==> config.mk <==
export PLATFORM = sky130hd
export DESIGN_NAME = grsu_report
export DESIGN_NICKNAME = d
export VERILOG_FILES = /design/src/rtl/grsu_pkg.sv /design/src/rtl/grsu_report.sv
export SDC_FILE = /design/constraint.sdc
export NUM_CORES = 1
export LEC_CHECK = 0
export ABC_AREA = 1
export BUFFER_PORTS_ARGS = -buffer_cell sky130_fd_sc_hd__buf_2
export CAP_MARGIN = 20
export CORE_UTILIZATION = 61
export DETAILED_ROUTE_END_ITERATION = 10
export PLACE_DENSITY = 0.91
export SLEW_MARGIN = 10
export SYNTH_ARGS = -nofsm -noshare
export SYNTH_HDL_FRONTEND = slang
export SYNTH_SLANG_ARGS = --single-unit
==> constraint.sdc <==
create_clock -name clk -period 3.25 [get_ports clk]
set_input_delay 0.1625 -clock clk [delete_from_list [all_inputs] [get_ports clk]]
set_output_delay 0.1625 -clock clk [all_outputs]
set_load 0.1 [all_outputs]
==> src/rtl/grsu_pkg.sv <==
// Shared types and constants for the gamepad report state update unit.
// Operation codes, field widths, motion scaling constants, lane and result types.
// No dependencies.
package grsu_pkg;

	localparam int BUTTON_COUNT = 16;
	localparam int AXIS_COUNT   = 6;

	localparam int OP_W     = 3;
	localparam int INDEX_W  = 5;
	localparam int WORD_W   = 16;
	localparam int MOTION_W = 32;
	localparam int LANE_COUNT = 3;

	typedef enum logic [OP_W-1:0] {
		OP_CLEAR      = 3'd0,
		OP_SET_BUTTON = 3'd1,
		OP_SET_AXIS   = 3'd2,
		OP_SET_ACCEL  = 3'd3,
		OP_SET_GYRO   = 3'd4
	} op_t;

	// Full range in Q15.16, rounded to nearest.
	localparam int ACCEL_RANGE = 1285377;
	localparam int GYRO_RANGE  = 2287638;
	localparam int ACCEL_DIV   = 2 * ACCEL_RANGE;
	localparam int GYRO_DIV    = 2 * GYRO_RANGE;

	// Numerator 65535*r - R fits in 49 signed bits.
	localparam int NUM_W = MOTION_W + 17;
	// Unsaturated magnitudes stay below 32768 * GYRO_DIV.
	localparam int MAG_W = 38;
	localparam int DIV_W = 23;
	localparam int QUO_W = WORD_W - 1;

	// Quotient estimate: drop the low magnitude bits, multiply by floor(2^40 / divisor).
	// The estimate is never high and at most one low; one compare fixes it.
	localparam int EST_DROP    = 6;
	localparam int EST_W       = MAG_W - EST_DROP;
	localparam int RECIP_SHIFT = 40;
	localparam int RECIP_W     = 20;
	localparam int PROD_W      = EST_W + RECIP_W;
	localparam int BND_W       = WORD_W + 1 + DIV_W;
	localparam longint ACCEL_RECIP = (longint'(1) << RECIP_SHIFT) / longint'(ACCEL_DIV);
	localparam longint GYRO_RECIP  = (longint'(1) << RECIP_SHIFT) / longint'(GYRO_DIV);

	localparam longint ACCEL_SAT_L = longint'(32768) * longint'(ACCEL_DIV);
	localparam longint GYRO_SAT_L  = longint'(32768) * longint'(GYRO_DIV);
	localparam logic signed [NUM_W-1:0] ACCEL_SAT = NUM_W'(ACCEL_SAT_L);
	localparam logic signed [NUM_W-1:0] GYRO_SAT  = NUM_W'(GYRO_SAT_L);

	typedef logic [WORD_W-1:0] word_t;

	typedef struct packed {
		logic  done;
		word_t word;
	} lane_out_t;

	typedef struct packed {
		logic  changed;
		logic  bad_index;
		word_t button_mask;
	} result_t;

endpackage

==> src/rtl/grsu_report.sv <==
// Report store and merge stage: buttons, axes, accel and gyro words.
// Combines the lane words with the stores and reports whether anything changed.
// Depends on grsu_pkg.
module grsu_report (
	input  logic                                  clk,
	input  logic                                  arst_n,
	input  logic                                  commit,
	input  logic [grsu_pkg::OP_W-1:0]             operation,
	input  logic [grsu_pkg::INDEX_W-1:0]          index,
	input  logic                                  pressed,
	input  logic [grsu_pkg::WORD_W-1:0]           axis_value,
	input  logic [grsu_pkg::LANE_COUNT-1:0][grsu_pkg::WORD_W-1:0] words,
	output grsu_pkg::result_t                     result
);

	logic [grsu_pkg::WORD_W-1:0]                                  btn_q, btn_d;
	logic [grsu_pkg::AXIS_COUNT-1:0][grsu_pkg::WORD_W-1:0]        axis_q, axis_d;
	logic [grsu_pkg::LANE_COUNT-1:0][grsu_pkg::WORD_W-1:0]        accel_q, accel_d;
	logic [grsu_pkg::LANE_COUNT-1:0][grsu_pkg::WORD_W-1:0]        gyro_q, gyro_d;
	logic                                                         btn_ok;
	logic                                                         axis_ok;

	assign btn_ok  = index < grsu_pkg::INDEX_W'(grsu_pkg::BUTTON_COUNT);
	assign axis_ok = index < grsu_pkg::INDEX_W'(grsu_pkg::AXIS_COUNT);

	always_comb begin
		btn_d            = btn_q;
		axis_d           = axis_q;
		accel_d          = accel_q;
		gyro_d           = gyro_q;
		result.changed   = 1'b0;
		result.bad_index = 1'b0;
		unique case (operation)
			grsu_pkg::OP_CLEAR: begin
				btn_d          = '0;
				axis_d         = '0;
				accel_d        = '0;
				gyro_d         = '0;
				result.changed = 1'b1;
			end
			grsu_pkg::OP_SET_BUTTON: begin
				if (btn_ok) begin
					for (int i = 0; i < grsu_pkg::BUTTON_COUNT; i++) begin
						if (index == grsu_pkg::INDEX_W'(i)) begin
							btn_d[i] = pressed;
						end
					end
					result.changed = btn_d != btn_q;
				end else begin
					result.bad_index = 1'b1;
				end
			end
			grsu_pkg::OP_SET_AXIS: begin
				if (axis_ok) begin
					for (int i = 0; i < grsu_pkg::AXIS_COUNT; i++) begin
						if (index == grsu_pkg::INDEX_W'(i)) begin
							axis_d[i] = axis_value;
						end
					end
					result.changed = axis_d != axis_q;
				end else begin
					result.bad_index = 1'b1;
				end
			end
			grsu_pkg::OP_SET_ACCEL: begin
				accel_d        = words;
				result.changed = words != accel_q;
			end
			grsu_pkg::OP_SET_GYRO: begin
				gyro_d         = words;
				result.changed = words != gyro_q;
			end
			default: begin
			end
		endcase
		result.button_mask = btn_d;
	end

	always_ff @(posedge clk or negedge arst_n) begin
		if (!arst_n) begin
			btn_q   <= '0;
			axis_q  <= '0;
			accel_q <= '0;
			gyro_q  <= '0;
		end else if (commit) begin
			btn_q   <= btn_d;
			axis_q  <= axis_d;
			accel_q <= accel_d;
			gyro_q  <= gyro_d;
		end
	end

endmodule

==> run metrics <==
status finished clean; top cell type's share of synthesized area 0.396; Pint roughly 0.0053 W; fmax ~360 MHz; DRC violations left 0; initial antenna violation count 1; sw power 0.00233 W; Leak about 7.6 nW; drt wl/cell approximately 16 um; Switching Share 0.304; TritonCTS Buffers 24; sequential power share 0.385; starting density of the core 0.624; Ports 94; post_cts resized 0; Final Max Tran Viols 0; Syn-to-layout area delta 16.6%; pwr dens 500 nW/um2; hold depth 3; Mapped Cells 2000; first-pass GRT wire length around 64000 um; post-route insts no fill 2344; MaxCap Viol Count 0; Worst-Margin Slew ~1.1 ns; Synth Net Count around 2100; register area share after synthesis 0.396; Post-Route WL 38400 um; Post-Syn Area between 10000 and 15000 um2; GRT Overall Usage 0.349; syn avg cell area between 6 and 7 um2; Die W roughly 150 um; Worst Skew 0 ns; row cnt between 50 and 60; final setup fails 0; Final period util 0.864; R2R depth 6; post-route ant nets 0; reg2reg setup slack roughly 2 ns; TNS Setup 0 ns; Setup Crit Path Kind in2out; CP endpoint kind output pin; crit path max fanout 16; count leader, synth nand2_1; DR vias/cell around 6.1; H-tree Lvls 1; Hold Slack 0.0847 ns; grt ovf 0; vias 14300; Worst-Skew Late Latency roughly 0.52 ns; clock tree buffer depth 3; CTS tree built; min-delay src axis_value[1]; synth warn 0; pin count of the biggest net entering global routing 97; First DRT Iteration DRCs roughly 1600; post-layout util 0.727; Post-synth ARST share 1.00; placed insts approximately 2200; Die Y between 100 and 150 um; top cells by area, synth dfrtp_1 (40%), nand2_1 (15%), nand3_1 (13%); die area between 20000 and 25000 um2; Post-synth EDFFs 0; Fin. Hold Viols 0; Worst Setup Start Kind primary input; layout cells sized above 1 0.0828; Arr. time, crit path ~2.6 ns; Post-synth top cells nand2_1 (520), nand3_1 (351), inv_1 (289); DRT Pass-1 Iters 6; Synth Register Bits 208; Crit path required time approximately 3.1 ns; worst hold path class in2reg; core area between 20000 and 25000 um2; area leader, netlist dfrtp_1; Hold Path Sink axis_q[49]; clock share of power 0.408; Netlist cell types 24; # nets final 2123; PortBufs slightly above 90; routability cong. just under 0.9; crit path time final around 2.8 ns; worst r2r dst btn_q[9]; clock sink total about 210; Final HPWL DP ~22000 um; Comb pwr share 0.207; worst r2r src btn_q[9]; CTS Root Cell clkbuf_16; RSZ-0062 raised after global routing no; ys flop type dfrtp_1; vias in the first global route between 10000 and 15000; Peak supply drop 0.000485 V; max_slew headroom 0.284; clock slew at reported path FFs 0.06 ns
## area by class of cell
cell class | count | area (um2)
well taps | 275 | 344
clock inverters | 11 | 209
repair buffers | 165 | 1480
multi-input cells | 1357 | 6290
flip-flops and latches | 208 | 5200
inverters | 291 | 1090
fillers | 1479 | 5750
diodes | 4 | 10.0
clock buffers | 33 | 706
## how the worst max path moves through the flow
stage | start | endpoint | slack (ns) | depth (start not counted)
floorplan | operation[2] | result[16] | 0.1 | 4
global placement | operation[0] | result[17] | 0.66 | 16
detailed placement | index[3] | result[17] | 0.61 | 16
CTS | index[3] | result[17] | 0.57 | 16
global route | operation[0] | result[17] | 0.34 | 16
finish | operation[0] | result[17] | 0.44 | 16
## stage by stage
stage                     total power (W)  worst slack [ns]  instance area [um2]
after CTS                         0.00761             0.565                15300
final                             0.00767             0.443                15300
after detailed placement          0.00445             0.612                13900
after floorplan                   0.00398            0.0981                13200
after global routing              0.00795             0.336                15300
after global placement            0.00438             0.662                13900
## repair_timing
item,in CTS,in global routing
endpoints found under the hold margin,174,0
setup buffers,0,0
hold buffers,49,0
## power groups by stage
stage / Clock, W / Sequential, W / Combinational [W]
2_1_floorplan: 0 / 0.00296 / 0.00103
3_3_place_gp: 0 / 0.00297 / 0.00141
3_5_place_dp: 0 / 0.00298 / 0.00147
4_1_cts: 0.00313 / 0.00294 / 0.00154
5_1_grt: 0.00325 / 0.00297 / 0.00173
6_report: 0.00313 / 0.00295 / 0.00159
## flip-flops by register name, indices dropped and copies added (netlist names)
name / flops
gyro_q: 48
accel_q: 48
btn_q: 16
axis_q: 96
## per-layer routing
layer	global-route usage	part of all wire	up-vias
li1	-	-	6607
met1	0.419	0.38	6644
met2	0.590	0.49	898
met3	0.0602	0.085	190
met4	0.202	0.049	0
met5	0	0	-
## critical path, cell delays in order
cell     delay [ns]
buf_2          0.14
nor2_4         0.12
nand2_2        0.21
inv_1          0.48
nand2_1        0.21
nand2_1        0.11
nand2_1        0.07
nand2_1        0.06
nand2_1        0.05
nor2_1         0.10
nand2_1        0.06
nor2_1         0.13
nand3_1        0.10
a21oi_1        0.21
nand2_1        0.11
buf_2          0.31
## cell usage in the layout, fill, tap and decap left out, drive strengths merged, types with 6 or more instances in the layout
cell type	n
nor3	6
bufinv	6
nand4	7
o22ai	160
nand3	351
o21ai	168
nor2	122
clkinv	7
a21oi	15
inv	289
clkbuf	34
nand2	520
dfrtp	208
buf	115
dlygate4sd3	49
## logic make-up (layout without fill, tap and decap cells)
logic type	after synthesis	in the layout	synth area share
simple gates	1008	1008	0.324
buf+inv	435	500	0.131
compound gates	349	349	0.149
flops	208	208	0.396
other cells	0	4	0
Note: power is estimated with default switching activity, not from simulation.
