--- src/rtl/grsu_pkg.sv ---
// Shared types and constants for the gamepad report state update unit.
// Operation codes, field widths, motion scaling constants, lane and result types.
// No dependencies.
package grsu_pkg;

	localparam int BUTTON_COUNT = 16;
	localparam int AXIS_COUNT   = 6;

	localparam int OP_W     = 3;
	localparam int INDEX_W  = 5;
	localparam int WORD_W   = 16;
	localparam int MOTION_W = 32;
	localparam int LANE_COUNT = 3;

	typedef enum logic [OP_W-1:0] {
		OP_CLEAR      = 3'd0,
		OP_SET_BUTTON = 3'd1,
		OP_SET_AXIS   = 3'd2,
		OP_SET_ACCEL  = 3'd3,
		OP_SET_GYRO   = 3'd4
	} op_t;

	// Full range in Q15.16, rounded to nearest.
	localparam int ACCEL_RANGE = 1285377;
	localparam int GYRO_RANGE  = 2287638;
	localparam int ACCEL_DIV   = 2 * ACCEL_RANGE;
	localparam int GYRO_DIV    = 2 * GYRO_RANGE;

	// Numerator 65535*r - R fits in 49 signed bits.
	localparam int NUM_W = MOTION_W + 17;
	// Unsaturated magnitudes stay below 32768 * GYRO_DIV.
	localparam int MAG_W = 38;
	localparam int DIV_W = 23;
	localparam int QUO_W = WORD_W - 1;

	// Quotient estimate: drop the low magnitude bits, multiply by floor(2^40 / divisor).
	// The estimate is never high and at most one low; one compare fixes it.
	localparam int EST_DROP    = 6;
	localparam int EST_W       = MAG_W - EST_DROP;
	localparam int RECIP_SHIFT = 40;
	localparam int RECIP_W     = 20;
	localparam int PROD_W      = EST_W + RECIP_W;
	localparam int BND_W       = WORD_W + 1 + DIV_W;
	localparam longint ACCEL_RECIP = (longint'(1) << RECIP_SHIFT) / longint'(ACCEL_DIV);
	localparam longint GYRO_RECIP  = (longint'(1) << RECIP_SHIFT) / longint'(GYRO_DIV);

	localparam longint ACCEL_SAT_L = longint'(32768) * longint'(ACCEL_DIV);
	localparam longint GYRO_SAT_L  = longint'(32768) * longint'(GYRO_DIV);
	localparam logic signed [NUM_W-1:0] ACCEL_SAT = NUM_W'(ACCEL_SAT_L);
	localparam logic signed [NUM_W-1:0] GYRO_SAT  = NUM_W'(GYRO_SAT_L);

	typedef logic [WORD_W-1:0] word_t;

	typedef struct packed {
		logic  done;
		word_t word;
	} lane_out_t;

	typedef struct packed {
		logic  changed;
		logic  bad_index;
		word_t button_mask;
	} result_t;

endpackage

--- src/rtl/grsu_lane.sv ---
// One motion scaling lane: maps a Q15.16 reading onto a saturated 16-bit word.
// Divides by twice the constant full range with a reciprocal multiply and one correction step.
// Depends on grsu_pkg.
module grsu_lane (
	input  logic                                 clk,
	input  logic                                 arst_n,
	input  logic                                 start,
	input  logic                                 gyro_sel,
	input  logic signed [grsu_pkg::MOTION_W-1:0] raw,
	output grsu_pkg::lane_out_t                  lane_out
);

	typedef enum logic [2:0] {
		L_IDLE,
		L_PREP,
		L_EST,
		L_FIX,
		L_DONE
	} lane_state_t;

	lane_state_t                           state_q;
	logic                                  gyro_q;
	logic                                  done_q;
	logic signed [grsu_pkg::NUM_W-1:0]     num_q;
	logic [grsu_pkg::MAG_W-1:0]            mag_q;
	logic [grsu_pkg::WORD_W-1:0]           est_q;
	logic [grsu_pkg::QUO_W-1:0]            quo_q;
	logic                                  neg_q;
	logic                                  pos_sat_q;
	logic                                  neg_sat_q;

	logic signed [grsu_pkg::NUM_W-1:0]     raw_x;
	logic signed [grsu_pkg::NUM_W-1:0]     range_x;
	logic signed [grsu_pkg::NUM_W-1:0]     num_d;
	logic signed [grsu_pkg::NUM_W-1:0]     sat_lim;
	logic signed [grsu_pkg::NUM_W-1:0]     num_abs;
	logic [grsu_pkg::DIV_W-1:0]            div_val;
	logic [grsu_pkg::RECIP_W-1:0]          recip;
	logic [grsu_pkg::PROD_W-1:0]           est_prod;
	logic [grsu_pkg::WORD_W:0]             est_inc;
	logic [grsu_pkg::BND_W-1:0]            bound;
	logic                                  take;
	logic [grsu_pkg::WORD_W-1:0]           quo_x;

	// 65535*r - R as a shift and two subtracts
	assign raw_x   = grsu_pkg::NUM_W'(raw);
	assign range_x = gyro_sel ? grsu_pkg::NUM_W'(grsu_pkg::GYRO_RANGE)
	                          : grsu_pkg::NUM_W'(grsu_pkg::ACCEL_RANGE);
	assign num_d   = (raw_x <<< 16) - raw_x - range_x;

	assign sat_lim = gyro_q ? grsu_pkg::GYRO_SAT : grsu_pkg::ACCEL_SAT;
	assign num_abs = num_q[grsu_pkg::NUM_W-1] ? -num_q : num_q;
	assign div_val = gyro_q ? grsu_pkg::DIV_W'(grsu_pkg::GYRO_DIV)
	                        : grsu_pkg::DIV_W'(grsu_pkg::ACCEL_DIV);
	assign recip   = gyro_q ? grsu_pkg::RECIP_W'(grsu_pkg::GYRO_RECIP)
	                        : grsu_pkg::RECIP_W'(grsu_pkg::ACCEL_RECIP);

	assign est_prod = grsu_pkg::PROD_W'(mag_q[grsu_pkg::MAG_W-1:grsu_pkg::EST_DROP]) *
	                  grsu_pkg::PROD_W'(recip);

	// bump the estimate when the magnitude reaches the next multiple of the divisor
	assign est_inc = {1'b0, est_q} + (grsu_pkg::WORD_W+1)'(1);
	assign bound   = grsu_pkg::BND_W'(est_inc) * grsu_pkg::BND_W'(div_val);
	assign take    = grsu_pkg::BND_W'(mag_q) >= bound;

	always_ff @(posedge clk or negedge arst_n) begin
		if (!arst_n) begin
			state_q   <= L_IDLE;
			done_q    <= 1'b0;
			gyro_q    <= 1'b0;
			num_q     <= '0;
			neg_q     <= 1'b0;
			pos_sat_q <= 1'b0;
			neg_sat_q <= 1'b0;
			mag_q     <= '0;
			est_q     <= '0;
			quo_q     <= '0;
		end else begin
			unique case (state_q)
				L_IDLE, L_DONE: begin
					if (start) begin
						state_q <= L_PREP;
						done_q  <= 1'b0;
						gyro_q  <= gyro_sel;
						num_q   <= num_d;
					end
				end
				L_PREP: begin
					state_q   <= L_EST;
					neg_q     <= num_q[grsu_pkg::NUM_W-1];
					pos_sat_q <= num_q >= sat_lim;
					neg_sat_q <= num_q <= -sat_lim;
					mag_q     <= num_abs[grsu_pkg::MAG_W-1:0];
				end
				L_EST: begin
					state_q <= L_FIX;
					est_q   <= est_prod[grsu_pkg::RECIP_SHIFT-grsu_pkg::EST_DROP +:
					                    grsu_pkg::WORD_W];
				end
				L_FIX: begin
					state_q <= L_DONE;
					done_q  <= 1'b1;
					quo_q   <= est_q[grsu_pkg::QUO_W-1:0] + grsu_pkg::QUO_W'(take);
				end
				default: begin
					state_q <= L_IDLE;
				end
			endcase
		end
	end

	assign quo_x = {1'b0, quo_q};

	always_comb begin
		lane_out.done = done_q;
		priority if (neg_sat_q) begin
			lane_out.word = {1'b1, {(grsu_pkg::WORD_W-1){1'b0}}};
		end else if (pos_sat_q) begin
			lane_out.word = {1'b0, {(grsu_pkg::WORD_W-1){1'b1}}};
		end else if (neg_q) begin
			// truncate toward zero: negate the magnitude quotient
			lane_out.word = grsu_pkg::WORD_W'(0) - quo_x;
		end else begin
			lane_out.word = quo_x;
		end
	end

endmodule

--- config.mk ---
export PLATFORM = sky130hd
export DESIGN_NAME = grsu_lane
export DESIGN_NICKNAME = d
export VERILOG_FILES = /design/src/rtl/grsu_pkg.sv /design/src/rtl/grsu_lane.sv
export SDC_FILE = /design/constraint.sdc
export NUM_CORES = 2
export LEC_CHECK = 0
export BUFFER_PORTS_ARGS = -buffer_cell sky130_fd_sc_hd__buf_2
export CAP_MARGIN = 20
export CORE_MARGIN = 10
export CORE_UTILIZATION = 31
export DETAILED_ROUTE_END_ITERATION = 8
export GPL_TIMING_DRIVEN = 0
export SLEW_MARGIN = 5
export SYNTH_ARGS = -nofsm -noshare
export SYNTH_HDL_FRONTEND = slang
export SYNTH_SLANG_ARGS = --single-unit
--- constraint.sdc ---
create_clock -name clk -period 11.3 [get_ports clk]
set_clock_uncertainty 0.2 [all_clocks]
set_input_delay 1.13 -clock clk [delete_from_list [all_inputs] [get_ports clk]]
set_output_delay 1.13 -clock clk [all_outputs]
set_load 0.02 [all_outputs]
==> results.cfg <==
[worst_hold_path]
hold_end = done_q
hp-start = done_q
min_delay_path_depth = 2
hp-class = flop to flop

[cts]
worstSkewPairLatency_ps = 440
cts.htree.levels = 4
cts_buffers = 17
cts_root_buf = clkbuf_16
clkSinkCount = 126
cts_buffer_depth = 2
path_clk_slew_ps = 50
cts_tree = done

[place]
dpl_cell_area_um2 = 34300
gp_congestion = 0.921
port_buffers = 52
dp_hpwl_um = 72800

[setup_path]
reg2reg_slack_ps = 620
crit_type = flop to flop
slowest_delay_ps = 550
rr_worst_depth = 41
setup.worst_path.end_class = flop
startpoint_type = flop
r2r_start = est_q[3]
cp.required_ps = 11390
r2r-end = quo_q[14]
cp_max_fo = 6
arrival_ps = 10770
cpMaxStageDelayCell = fa_1

[final_layout]
multiInputGateArea_um2 = 25600
drive_gt1_share_pct = 4.55
diodes = 0
layout_common_cells = 888 x inv_1, 543 x ha_1, 520 x fa_1, 211 x nand2_1, 174 x a21oi_1
final_common_cell = inv_1
area_growth_pct = 9.11
nets = 4757
ff_latch_area_um2 = 3160
finalInstanceArea_um2 = 35000
fillers = 10719

[timing]
hold_viol = 0
rsz0062_at_grt = no
max-slew-margin-rel_pct = 37.6
worst_pin_slew_ps = 929
fin_crit_ps = 10680
fmax_mhz = 93.7
finalMaxSlewViolations = 0
timing.final.crit_share_pct = 94.5
setup_violations = 0

[die]
die_w_um = 342
core_region_area_um2 = 103000
die_area_um2 = 117000
ios = 53
start_util_pct = 31.1
die-height_um = 342
fp-row-count = 118

[global_route]
track_usage_pct = 14.7
grt_pass1_vias = 25352
antenna_found_initial = 0
grt_overflow = 0
grt_pass1_wl_um = 137000
grt_max_degree = 77

[run_status]
status = complete, no violations

[synthesis]
synth_cells = 3540
synth-edff-count = 0
async_flop_share_pct = 100
ys_seq_elements = 126
synthDistinctLibCells = 73
synth_area_per_cell_um2 = 9.07
netlist_area_um2 = 32100
ys_seq_area_share_pct = 9.82
synth_top_flop_cell = dfrtp_1
yosys.area.top_type = fa_1
yosysWarnings = 0
synth_top_area_share_pct = 32.4
yosys-top-cells-area = fa_1 32%, ha_1 21%, inv_1 10%

[route]
vias = 23720
drc = 0
final_antenna_net_count = 0
first_pass_iters = 5
wl_per_cell_um = 16.5
routed_wl_um = 83500
drt_iter0_markers = 1199
via_per_inst = 4.70

[job]
cap_violations = 0
==> metal layers <==
layer | global-route usage [%] | wire (um) | up-vias
met3 | 2.50 | 4470 | 89
met2 | 24.5 | 39600 | 541
li1 | - | - | 11417
met5 | 0 | 0 | -
met1 | 19.8 | 37800 | 11673
met4 | 2.90 | 1610 | 0
==> cells in the mapped netlist, drive strengths merged (8+ instances only) <==
master  instances
xnor2          76
and3           15
o21ai         166
a211oi         18
buf            12
and2           33
xor2           93
dfrtp         126
inv           888
o31ai          16
nor2b          50
nor3           17
ha            543
nand3          50
a31oi          13
o41ai           8
nand4          34
or3            12
or2            35
clkbuf         75
o21bai         18
or4            11
o21a           14
nand2b         20
a21oi         175
nand2         211
fa            520
nor2          140
a21o           56
==> metrics by stage <==
| stage | TNS (ps) | utilization [%] | hold WS [ps] | cells | worst slack [ps] |
|---|---|---|---|---|---|
| after global routing | 0 | 34.0 | 333 | 5051 | 20.5 |
| final | 0 | 34.0 | 283 | 5051 | 624 |
| after CTS | 0 | 33.9 | 289 | 5053 | 4.23 |
| after global placement | -7330 | 33.2 | 270 | 5018 | -908 |
| after detailed placement | -3890 | 33.3 | 279 | 5021 | -654 |
| after floorplan | 0 | - | 248 | 3586 | 2000 |
==> worst max-delay path by stage <==
| stage | start | to | slack (ps) | cells after the start |
|---|---|---|---|---|
| after floorplan | est_q[2] | quo_q[12] | 2000 | 41 |
| after global placement | gyro_q | quo_q[14] | -910 | 37 |
| after detailed placement | gyro_q | quo_q[14] | -650 | 36 |
| after CTS | gyro_q | quo_q[14] | 4 | 37 |
| after global routing | est_q[3] | quo_q[14] | 20 | 41 |
| final | est_q[3] | quo_q[14] | 620 | 41 |
==> cells by family after synthesis <==
logic type / count (synthesis) / share of synthesized area, %
AO/OA/AOI/OAI: 537 / 10.1
other: 2 / 0.0234
AND/OR/NAND/NOR: 661 / 10.3
XOR/XNOR: 169 / 4.61
buffers and inverters: 975 / 11.4
multiplexers: 7 / 0.230
flip-flops: 126 / 9.82
adder cells (fa/ha/maj): 1063 / 53.6
==> state kept, by name, summed over array words and instances (netlist names) <==
register / count
state_q: 3
neg_q: 1
gyro_q: 1
num_q: 49
done_q: 1
quo_q: 15
est_q: 16
pos_sat_q: 1
mag_q: 38
neg_sat_q: 1
==> worst max-delay path, delay by kind of cell, from the launching register on <==
family,cells,cell delay (ps)
AOI/OAI and AO/OA,8,1720
xor gates and xnor gates,3,720
adders and majority gates,10,4230
buffers and inverters,5,460
DFF,1,470
and+or+nand+nor,15,2740
==> cell type report <==
type | instances | area share (%)
well taps | 1380 | 4.93
inverters | 888 | 9.51
clock inverters | 8 | 0.296
clock buffers | 24 | 1.46
plain buffers | 85 | 0.968
repair buffers | 55 | 0.875
flip-flops and latches | 126 | 9.02
multi-input cells | 2485 | 72.9
==> repair_timing <==
item / 4_1_cts / 5_1_grt
buffers inserted: 0 / 0
endpoints found under the setup margin: 14 / 12
gates resized for setup: 9 / 20
hold buffers: 0 / 0
pin swaps: 0 / 0
Power is left out: the tool's default activity adds up to more than one toggle a clock period on the data nets, which glitch-free logic cannot reach.
